[config.mk]
export PLATFORM = sky130hd
export DESIGN_NAME = button_press_hold_detector_unit
export DESIGN_NICKNAME = d
export VERILOG_FILES = /design/src/sv/bphd_pkg.sv /design/src/sv/bphd_lane.sv /design/src/sv/bphd_merge.sv /design/src/sv/button_press_hold_detector_unit.sv
export SDC_FILE = /design/constraint.sdc
export NUM_CORES = 1
export LEC_CHECK = 0
export ABC_AREA = 1
export BUFFER_PORTS_ARGS = -buffer_cell sky130_fd_sc_hd__buf_4
export CORE_MARGIN = 3
export CORE_UTILIZATION = 40
export CTS_CLUSTER_SIZE = 14
export DETAILED_ROUTE_END_ITERATION = 12
export PLACE_DENSITY = 0.58
export SYNTH_ARGS = -nofsm -noshare
export SYNTH_HDL_FRONTEND = slang
export SYNTH_SLANG_ARGS = --single-unit
[constraint.sdc]
create_clock -name clk -period 7.31 [get_ports clk]
set_input_delay 0.3655 -clock clk [delete_from_list [all_inputs] [get_ports clk]]
set_output_delay 0.3655 -clock clk [all_outputs]
set_load 0.005 [all_outputs]
[src/sv/bphd_pkg.sv]
`timescale 1ns / 1ps
package bphd_pkg;

  localparam int CFG_W   = 16;
  localparam int STATE_W = 2;
  localparam int PIN_W   = 5;
  localparam int SEL_W   = 3;
  localparam int ADDR_W  = 2;

  localparam logic [STATE_W-1:0] ST_NONE    = 2'd0;
  localparam logic [STATE_W-1:0] ST_PRESSED = 2'd1;
  localparam logic [STATE_W-1:0] ST_HOLD    = 2'd2;

  localparam logic OP_TICK  = 1'b0;
  localparam logic OP_QUERY = 1'b1;

  localparam logic [ADDR_W-1:0] REG_PRESS_TICKS = 2'd0;
  localparam logic [ADDR_W-1:0] REG_HOLD_TICKS  = 2'd1;
  localparam logic [ADDR_W-1:0] REG_REPEAT_STEP = 2'd2;

  typedef struct packed {
    logic [CFG_W-1:0] press_ticks;
    logic [CFG_W-1:0] hold_ticks;
    logic [CFG_W-1:0] repeat_step;
  } cfg_t;

  typedef struct packed {
    logic tick;
    logic level;
    logic clear;
  } lane_ctrl_t;

endpackage

[src/sv/bphd_lane.sv]
`timescale 1ns / 1ps
module bphd_lane #(
  parameter int COUNT_WIDTH = 16
) (
  input  logic                             clk,
  input  logic                             rst,
  input  bphd_pkg::cfg_t                   cfg,
  input  bphd_pkg::lane_ctrl_t             ctrl,
  output logic [bphd_pkg::STATE_W-1:0]     status
);

  localparam int CMP_W = (COUNT_WIDTH > bphd_pkg::CFG_W) ? COUNT_WIDTH : bphd_pkg::CFG_W;
  localparam logic [COUNT_WIDTH-1:0] CNT_MAX = {COUNT_WIDTH{1'b1}};

  logic [COUNT_WIDTH-1:0]       cnt;
  logic [COUNT_WIDTH-1:0]       cnt_next;
  logic [COUNT_WIDTH-1:0]       cnt_inc;
  logic [CMP_W-1:0]             cnt_ext;
  logic [CMP_W-1:0]             step_ext;
  logic [bphd_pkg::STATE_W-1:0] status_next;
  logic [bphd_pkg::STATE_W-1:0] status_base;

  always_comb begin
    if (ctrl.level) begin
      cnt_inc     = (cnt == CNT_MAX) ? cnt : cnt + COUNT_WIDTH'(1);
      status_base = status;
    end else begin
      cnt_inc     = '0;
      status_base = bphd_pkg::ST_NONE;
    end
    cnt_ext  = CMP_W'(cnt_inc);
    step_ext = CMP_W'(cfg.repeat_step);
    cnt_next    = cnt_inc;
    status_next = status_base;
    if (cnt_ext == CMP_W'(cfg.press_ticks)) begin
      status_next = bphd_pkg::ST_PRESSED;
    end else if (cnt_ext >= CMP_W'(cfg.hold_ticks)) begin
      cnt_next    = (cnt_ext >= step_ext) ? COUNT_WIDTH'(cnt_ext - step_ext) : '0;
      status_next = bphd_pkg::ST_HOLD;
    end
  end

  always_ff @(posedge clk) begin
    if (rst) begin
      cnt    <= '0;
      status <= bphd_pkg::ST_NONE;
    end else if (ctrl.tick) begin
      cnt    <= cnt_next;
      status <= status_next;
    end else if (ctrl.clear) begin
      status <= bphd_pkg::ST_NONE;
    end
  end

endmodule

[src/sv/bphd_merge.sv]
`timescale 1ns / 1ps
module bphd_merge #(
  parameter int NUM_BUTTONS = 5
) (
  input  logic [bphd_pkg::SEL_W-1:0]   which_button,
  input  logic [bphd_pkg::STATE_W-1:0] lane_status [NUM_BUTTONS],
  output logic [bphd_pkg::STATE_W-1:0] button_state
);

  always_comb begin
    button_state = bphd_pkg::ST_NONE;
    for (int i = 0; i < NUM_BUTTONS; i++) begin
      if (32'(which_button) == i) begin
        button_state = lane_status[i];
      end
    end
  end

endmodule

[src/sv/button_press_hold_detector_unit.sv]
`timescale 1ns / 1ps
// a query transaction's result is registered and shows on m_tdata in the cycle after acceptance
// throughput: one transaction per cycle while the output is not stalled, ticks update every button lane in parallel
// a new transaction is taken while the output register drains in the same cycle
// reset: synchronous, clears counters and states and loads default thresholds 5, 200, 100
module button_press_hold_detector_unit #(
  parameter int NUM_BUTTONS = 5,
  parameter int COUNT_WIDTH = 16
) (
  input  logic                           clk,
  input  logic                           rst,
  input  logic                           s_tvalid,
  output logic                           s_tready,
  input  logic [7:0]                     s_tdata,   // pin_levels[4:0], which_button[7:5]
  input  logic [0:0]                     s_tuser,   // op[0]
  output logic                           m_tvalid,
  input  logic                           m_tready,
  output logic [7:0]                     m_tdata,   // button_state[1:0], zero fill
  input  logic                           cfg_we,
  input  logic [bphd_pkg::ADDR_W-1:0]    cfg_addr,
  input  logic [bphd_pkg::CFG_W-1:0]     cfg_data
);

  bphd_pkg::cfg_t                 cfg;
  logic                           in_acc;
  logic                           tick_acc;
  logic                           query_acc;
  logic [bphd_pkg::PIN_W-1:0]     pin_levels;
  logic [bphd_pkg::SEL_W-1:0]     which_button;
  logic [bphd_pkg::STATE_W-1:0]   lane_status [NUM_BUTTONS];
  logic [bphd_pkg::STATE_W-1:0]   sel_state;
  logic [bphd_pkg::STATE_W-1:0]   result;

  assign pin_levels   = s_tdata[4:0];
  assign which_button = s_tdata[7:5];
  assign s_tready     = !m_tvalid || m_tready;
  assign in_acc       = s_tvalid && s_tready;
  assign tick_acc     = in_acc && (s_tuser[0] == bphd_pkg::OP_TICK);
  assign query_acc    = in_acc && (s_tuser[0] == bphd_pkg::OP_QUERY);

  always_ff @(posedge clk) begin
    if (rst) begin
      cfg.press_ticks <= 16'd5;
      cfg.hold_ticks  <= 16'd200;
      cfg.repeat_step <= 16'd100;
    end else if (cfg_we) begin
      case (cfg_addr)
        bphd_pkg::REG_PRESS_TICKS: cfg.press_ticks <= cfg_data;
        bphd_pkg::REG_HOLD_TICKS:  cfg.hold_ticks  <= cfg_data;
        bphd_pkg::REG_REPEAT_STEP: cfg.repeat_step <= cfg_data;
        default: ;
      endcase
    end
  end

  for (genvar i = 0; i < NUM_BUTTONS; i++) begin : g_lane
    bphd_pkg::lane_ctrl_t ctrl;
    if (i < bphd_pkg::PIN_W) begin : g_pin
      assign ctrl.level = pin_levels[i];
    end else begin : g_nopin
      assign ctrl.level = 1'b0;
    end
    assign ctrl.tick  = tick_acc;
    assign ctrl.clear = query_acc && (32'(which_button) == i);

    bphd_lane #(
      .COUNT_WIDTH(COUNT_WIDTH)
    ) u_lane (
      .clk    (clk),
      .rst    (rst),
      .cfg    (cfg),
      .ctrl   (ctrl),
      .status (lane_status[i])
    );
  end

  bphd_merge #(
    .NUM_BUTTONS(NUM_BUTTONS)
  ) u_merge (
    .which_button (which_button),
    .lane_status  (lane_status),
    .button_state (sel_state)
  );

  always_ff @(posedge clk) begin
    if (rst) begin
      m_tvalid <= 1'b0;
    end else if (query_acc) begin
      m_tvalid <= 1'b1;
    end else if (m_tready) begin
      m_tvalid <= 1'b0;
    end
  end

  always_ff @(posedge clk) begin
    if (query_acc) begin
      result <= sel_state;
    end
  end

  assign m_tdata = {6'd0, result};

  a_unknown_button: assert property (@(posedge clk) disable iff (rst)
    query_acc && (32'(which_button) >= NUM_BUTTONS) |=> m_tdata[1:0] == bphd_pkg::ST_NONE)
    else $error("unknown button query returned a state");

  a_state_code: assert property (@(posedge clk) disable iff (rst)
    m_tvalid |-> m_tdata[1:0] != 2'd3)
    else $error("result carries an undefined state code");

  a_result_source: assert property (@(posedge clk) disable iff (rst)
    $rose(m_tvalid) |-> $past(query_acc))
    else $error("result appeared without a query transaction");

  a_release_clears: assert property (@(posedge clk) disable iff (rst)
    tick_acc && !pin_levels[0] && (cfg.press_ticks != '0) && (cfg.hold_ticks != '0)
      |=> lane_status[0] == bphd_pkg::ST_NONE)
    else $error("released button kept a state");

endmodule

# Word-level counts from Yosys, hierarchy flattened
# Cells that the tools add are included.
# W data, S select, Z words.
# word_totals
input_bits,32
reg_bits,141
out_inout_bits,10
# op_classes
addsub,10
order_cmp,10
n_reduce_logical,26
muxes,57
n_eq_ne,21
n_bitwise,1
# op_table
cell,count
$mux W16,25
$ge A16 B16 Y1,10
$add A16 B1 Y16 const B,5
$eq A16 B16 Y1,5
$eq A16 B16 Y1 const B,5
$sub A16 B16 Y16,5
$mux W2,30
$ne A4 B2 Y1 const B,5
$reduce_and A2 Y1,8
$reduce_bool A2 Y1,6
$logic_and A1 B1 Y1,8
$eq A3 B2 Y1 const B,2
$eq A3 B1 Y1 const B,1
$eq A3 B3 Y1 const B,1
$logic_not A3 Y1,1
$eq A2 B1 Y1 const B,1
$eq A2 B2 Y1 const B,1
$logic_not A2 Y1,1
$mux W1,2
$logic_not A1 Y1,1
$logic_or A1 B1 Y1,1
$not A1 Y1,1

# Logic depth before layout (Yosys ltp)
# depth
word_depth,7
mapped_depth,25
ltp_nobuf,24

# Modules after synthesis
# Synthesis repeated with hierarchy kept, for this count alone.
# unflattened
hier_cells,3404
hier_area_um2,19170.9
# by_module_without_submodules
module,cells_each,n_inst,area_per_inst_um2,seq_area_each_um2
bphd_lane at g_lane[0].u_lane,618,1,3404.5,360.3
bphd_lane at g_lane[4].u_lane,613,1,3404.5,360.3
bphd_lane at g_lane[2].u_lane,620,1,3385.7,360.3
bphd_lane at g_lane[3].u_lane,605,1,3348.2,360.3
bphd_lane at g_lane[1].u_lane,587,1,3293.2,360.3
button_press_hold_detector_unit,336,1,2222.1,1041.0
bphd_merge,25,1,112.6,0.0

# Least setup slack after synthesis
# No wires, ideal clock.
# synth_timing
path_kind,reg2reg
from,register g_lane[3].u_lane.cnt[0]
to,register g_lane[3].u_lane.cnt[0]
path_stages_with_launch,26
arrival_ps,3515
path_slack_ps,3725
path_buffers,2
setup_ps,70
path_cell_list,dfxtp_1 ha_1 inv_1 nor2_2 nand2_2 inv_2 nand2_4 buf_6 nand2_1 nand3_1 ha_1 fa_1 inv_1 nand2_1 o21ai_0 nand2_1 nand2_1 nand2_1 nand3_1 clkbuf_1 nand3_1 o21ai_0 nand2_1 nand2_1 nand2_1 a21oi_1
# synth_via
elab_chain_cells,7
word_cells_on_any_way,11
# synth_rtl
element,line,source
from (decl),bphd_lane.sv:15,logic [COUNT_WIDTH-1:0] cnt;
from (signal assigned),bphd_lane.sv:48,cnt <= cnt_next;
$add A16 B1 Y16 or $eq A16 B16 Y1 (tied branches),bphd_lane.sv:25,cnt_inc = (cnt == CNT_MAX) ? cnt : cnt + COUNT_WIDTH'(1);
$mux W16 *,bphd_lane.sv:25,
$mux W16 *,bphd_lane.sv:24,if (ctrl.level) begin
$sub A16 B16 Y16 or $ge A16 B16 Y1 (tied branches),bphd_lane.sv:38,cnt_next = (cnt_ext >= step_ext) ? COUNT_WIDTH'(cnt_ext - step_ext) : '0;
$mux W16,bphd_lane.sv:38,
$mux W16,bphd_lane.sv:37,end else if (cnt_ext >= CMP_W'(cfg.hold_ticks)) begin
$mux W16 *,bphd_lane.sv:35,if (cnt_ext == CMP_W'(cfg.press_ticks)) begin
# Every way passes the cells marked *; elsewhere a longest branch is shown, timed or not.
# A chain may end at the register's enable or synchronous reset.

# Worst setup path in the final report
# layout_timing
from,register g_lane[0].u_lane.cnt[0]
to,register g_lane[0].u_lane.cnt[11]
# layout_via
elab_chain_cells,7
word_cells_on_any_way,11
# layout_rtl
element,line
from (decl),bphd_lane.sv:15
from (signal assigned),bphd_lane.sv:48
$add A16 B1 Y16 or $eq A16 B16 Y1 (tied branches),bphd_lane.sv:25
$mux W16 *,bphd_lane.sv:25
$mux W16 *,bphd_lane.sv:24
$sub A16 B16 Y16 or $ge A16 B16 Y1 (tied branches),bphd_lane.sv:38
$mux W16,bphd_lane.sv:38
$mux W16,bphd_lane.sv:37
$mux W16 *,bphd_lane.sv:35
# Marks and branches as above.

==> flow_summary.toml <==
[run_status]
outcome = "finished clean"

[sta]
fin_worst_skew_ns = 0.01331
rsz0062_at_grt = "no"
drv_slew = 0
tightest_pin_transition_ns = 1.122
fin_crit_ns = 4.794
final_hold_viol_count = 0
setup_total_negative_slack_ns = 0
relative_slew_margins_pct = 25.00
post-route-period-util_pct = 65.58
max_freq_mhz = 208.6
hold_ws_ns = 0.1633
finalSetupViolCount = 0

[placed_design]
post-place-cells = 3598
finalWeightedCongestion = 0.9744
detailed_place_hpwl_microns = 53910
io_buffers = 35
placed_cell_area_sq_um = 18430

[power_and_ir_drop]
vdd_ir_drop_max_uv = 126.2
power_per_cell_area_nw_per_um2 = 129.2
static-leakage-power_nw = 9.598
post-layout-total-power_mw = 2.458

[detailed_routing]
drt-wirelength-per-cell_microns = 19.74
antenna_violating_nets_post_route = 0
via_count = 20350
post-route-drc-count = 0
route.detailed.vias_per_inst = 5.607
drtPass1Iterations = 7
finalWirelength_microns = 71650
detail_route.iter0.violations = 2218

[worst_setup_path]
worst-path-max-fanout = 16
worst_flop_to_flop_path_endpoint = "g_lane[0].u_lane.cnt[11]$_SDFFE_PP0P_"
setup.worst_path.start_class = "register"
worst-r2r-cell-count = 21
reg2reg_setup_slack_ns = 2.52
critical_path.endpoint_type = "register"
worst_r2r_startpoint = "g_lane[0].u_lane.cnt[0]$_SDFFE_PP0P_"
worstPathArrival_ns = 5.19
data_required_time_of_the_critical_path_ns = 7.70
setup.worst_path.class = "reg2reg"

[layout]
ant_diodes = 0
layout-area-overhead-vs-synth_pct = 6.397
layout.nets = 3254
layout-drive-gt1-share_pct = 6.634
layout.cells.non_filler = 3630
finish.instance_area_sq_um = 19020

[die]
die_height_microns = 217.4
floorplan.die_area_sq_um = 47270
fp-row-count = 76
total_i_o_pin_count = 42
die_w_microns = 217.4
start_util_pct = 40.96
core_area_sq_um = 43650

[global_route]
antenna_violations_before_repair = 3
first_global_vias = 18290
grt_remaining_overflow = 0
grt_first_pass_wirelength_microns = 107600
grtUsageTotal_pct = 29.70
grt_start_max_net_pins = 66

[clock_tree]
cts_hold_buf = 0
tritoncts_clock_tree = "yes"
numCtsBuffers = 17
cts_max_path_buffers = 2
clock_sinks = 141
htree_num_levels = 4
cts_setup_buffers = 0
clock-root-buffer = "clkbuf_16"
post_cts.resized_instances = 0
clk_latency_ns = 0.47
cts.clk_slew.worst_paths_ns = 0.07

[synthesis]
synthesis.yosys.warnings = 0
synth-edff-count = 2
share_of_flip_flops_with_an_asynchronous_set_or_reset_pct = 0
synth-seq-cells = 141
ys_seq_area_share_pct = 15.90
syn-instance-count = 3062
synth_cell_types = 43
syn-cell-area_sq_um = 17880
average_cell_area_after_synthesis_sq_um = 5.839
synth_flop_cell = "dfxtp_1"

[flow_run]
cap_viol_max_count = 0

[hold_path]
hp-start = "cfg_data[7]"
worst_hold_path.endpoint = "cfg[23]$_SDFFE_PP1P_"
timing.hold.worst_path_depth = 3
holdCritPathClass = "in2reg"
[where the power goes]
| group | internal [mW] | switching [mW] | total, mW |
|---|---|---|---|
| sequential | 0.798 | 0.0449 | 0.842 |
| clock | 0.486 | 0.433 | 0.919 |
| combinational | 0.205 | 0.491 | 0.696 |
| total | 1.49 | 0.969 | 2.46 |
[state kept, by name, summed over array words and instances, names as in the netlist]
| name | flops |
|---|---|
| g_lane.u_lane.cnt | 80 |
| cfg | 48 |
| g_lane.u_lane.status | 10 |
| result | 2 |
| m_tvalid | 1 |
[synthesized netlist by cell type, types with 3 or more instances]
| master | number | area, sq um |
|---|---|---|
| a21boi_0 | 3 | 22.52 |
| a21o_1 | 4 | 30.03 |
| a21oi_1 | 245 | 1226 |
| a21oi_2 | 20 | 175.2 |
| buf_2 | 18 | 90.09 |
| buf_4 | 10 | 75.07 |
| buf_6 | 14 | 157.7 |
| clkbuf_1 | 54 | 202.7 |
| dfxtp_1 | 139 | 2783 |
| fa_1 | 5 | 100.1 |
| ha_1 | 185 | 2315 |
| inv_1 | 358 | 1344 |
| inv_2 | 5 | 18.77 |
| nand2_1 | 973 | 3652 |
| nand2_2 | 17 | 106.4 |
| nand2_4 | 6 | 67.56 |
| nand3_1 | 346 | 1732 |
| nand3_2 | 21 | 210.2 |
| nand3b_1 | 32 | 240.2 |
| nand4_1 | 77 | 481.7 |
| nor2_1 | 196 | 735.7 |
| nor2_2 | 11 | 68.82 |
| nor2_4 | 15 | 168.9 |
| nor3_1 | 14 | 70.07 |
| o211ai_1 | 11 | 82.58 |
| o21a_1 | 8 | 60.06 |
| o21ai_0 | 189 | 945.9 |
| o21bai_1 | 7 | 52.55 |
| or2_2 | 26 | 162.7 |
| xnor2_1 | 15 | 131.4 |
| xor2_1 | 20 | 175.2 |
[routing by layer]
| metal | part of all wire (%) | up-vias | track usage [%] |
|---|---|---|---|
| li1 | - | 10020 | - |
| met1 | 44 | 9414 | 39.93 |
| met2 | 44 | 757 | 47.20 |
| met3 | 8.1 | 158 | 5.044 |
| met4 | 4.2 | 4 | 11.89 |
| met5 | 0.14 | - | 1.667 |
[worst max path at each step]
stage	slack, ns	to	start
floorplan	3.72	g_lane[3].u_lane.cnt[0]$_SDFFE_PP0P_	g_lane[3].u_lane.cnt[0]$_SDFFE_PP0P_
detailed placement	2.67	g_lane[0].u_lane.cnt[11]$_SDFFE_PP0P_	g_lane[0].u_lane.cnt[0]$_SDFFE_PP0P_
global placement	2.69	g_lane[0].u_lane.cnt[11]$_SDFFE_PP0P_	g_lane[0].u_lane.cnt[0]$_SDFFE_PP0P_
finish	2.52	g_lane[0].u_lane.cnt[11]$_SDFFE_PP0P_	g_lane[0].u_lane.cnt[0]$_SDFFE_PP0P_
global route	2.03	g_lane[4].u_lane.cnt[10]$_SDFFE_PP0P_	g_lane[4].u_lane.cnt[0]$_SDFFE_PP0P_
CTS	2.63	g_lane[0].u_lane.cnt[11]$_SDFFE_PP0P_	g_lane[0].u_lane.cnt[0]$_SDFFE_PP0P_
[worst max-delay path, cell delays in order, from the launching register on]
cell and delay (ns):
dfxtp_1 0.41, ha_1 0.25, nand2_2 0.09, nor2_4 0.17, nand2_2 0.10, nor2_4 0.17, inv_2 0.16, nand2_1 0.12
nand3_1 0.21, ha_1 0.30, fa_1 0.42, o21ai_0 0.34, inv_1 0.07, o21ai_0 0.50, nand2_1 0.10, nand3_1 0.49
nand3_1 0.24, o21ai_0 0.23, nand2_1 0.08, nand2_1 0.07, nand2_1 0.07, a21oi_2 0.14
[cell usage in the layout (no fill, tap or decap), types with 16 or more instances in the layout]
master | synthesis | layout
a21oi_1 | 245 | 245
a21oi_2 | 20 | 20
buf_4 | 10 | 43
clkbuf_16 | 0 | 17
dfxtp_1 | 139 | 139
ha_1 | 185 | 185
inv_1 | 358 | 357
nand2_1 | 973 | 973
nand2_2 | 17 | 17
nand3_1 | 346 | 346
nand3_2 | 21 | 21
nand3b_1 | 32 | 32
nand4_1 | 77 | 77
nor2_1 | 196 | 195
nor2_4 | 15 | 16
o21ai_0 | 189 | 189
or2_2 | 26 | 26
xor2_1 | 20 | 20
[metrics by stage]
step	util [%]	setup WS, ns
2_1_floorplan	-	3.725
3_3_place_gp	42.23	2.689
3_5_place_dp	42.23	2.667
4_1_cts	43.58	2.627
5_1_grt	43.58	2.031
6_report	43.58	2.516
[logic make-up (layout without fill, tap and decap cells)]
kind of cell / after synthesis / in the layout / synth area share (%)
DFF: 141 / 141 / 15.90
xor gates and xnor gates: 35 / 35 / 1.715
and+or+nand+nor: 1739 / 1739 / 43.44
adders and majority gates: 190 / 190 / 13.51
other: 1 / 6 / 0.02098
buffers and inverters: 462 / 440 / 10.62
AOI/OAI and AO/OA: 494 / 494 / 14.79
[layout make-up]
cell class              instances  area [sq um]
inverters                     365          1370
repair buffers                 43         322.8
clock inverters                15         166.4
clock buffers                  17         425.4
flip-flops and latches        141          2843
multi-input cells            2464         13160
well taps                     585         732.0
fillers                      4805         24620
No activity file was read; power rests on OpenSTA's default activity.
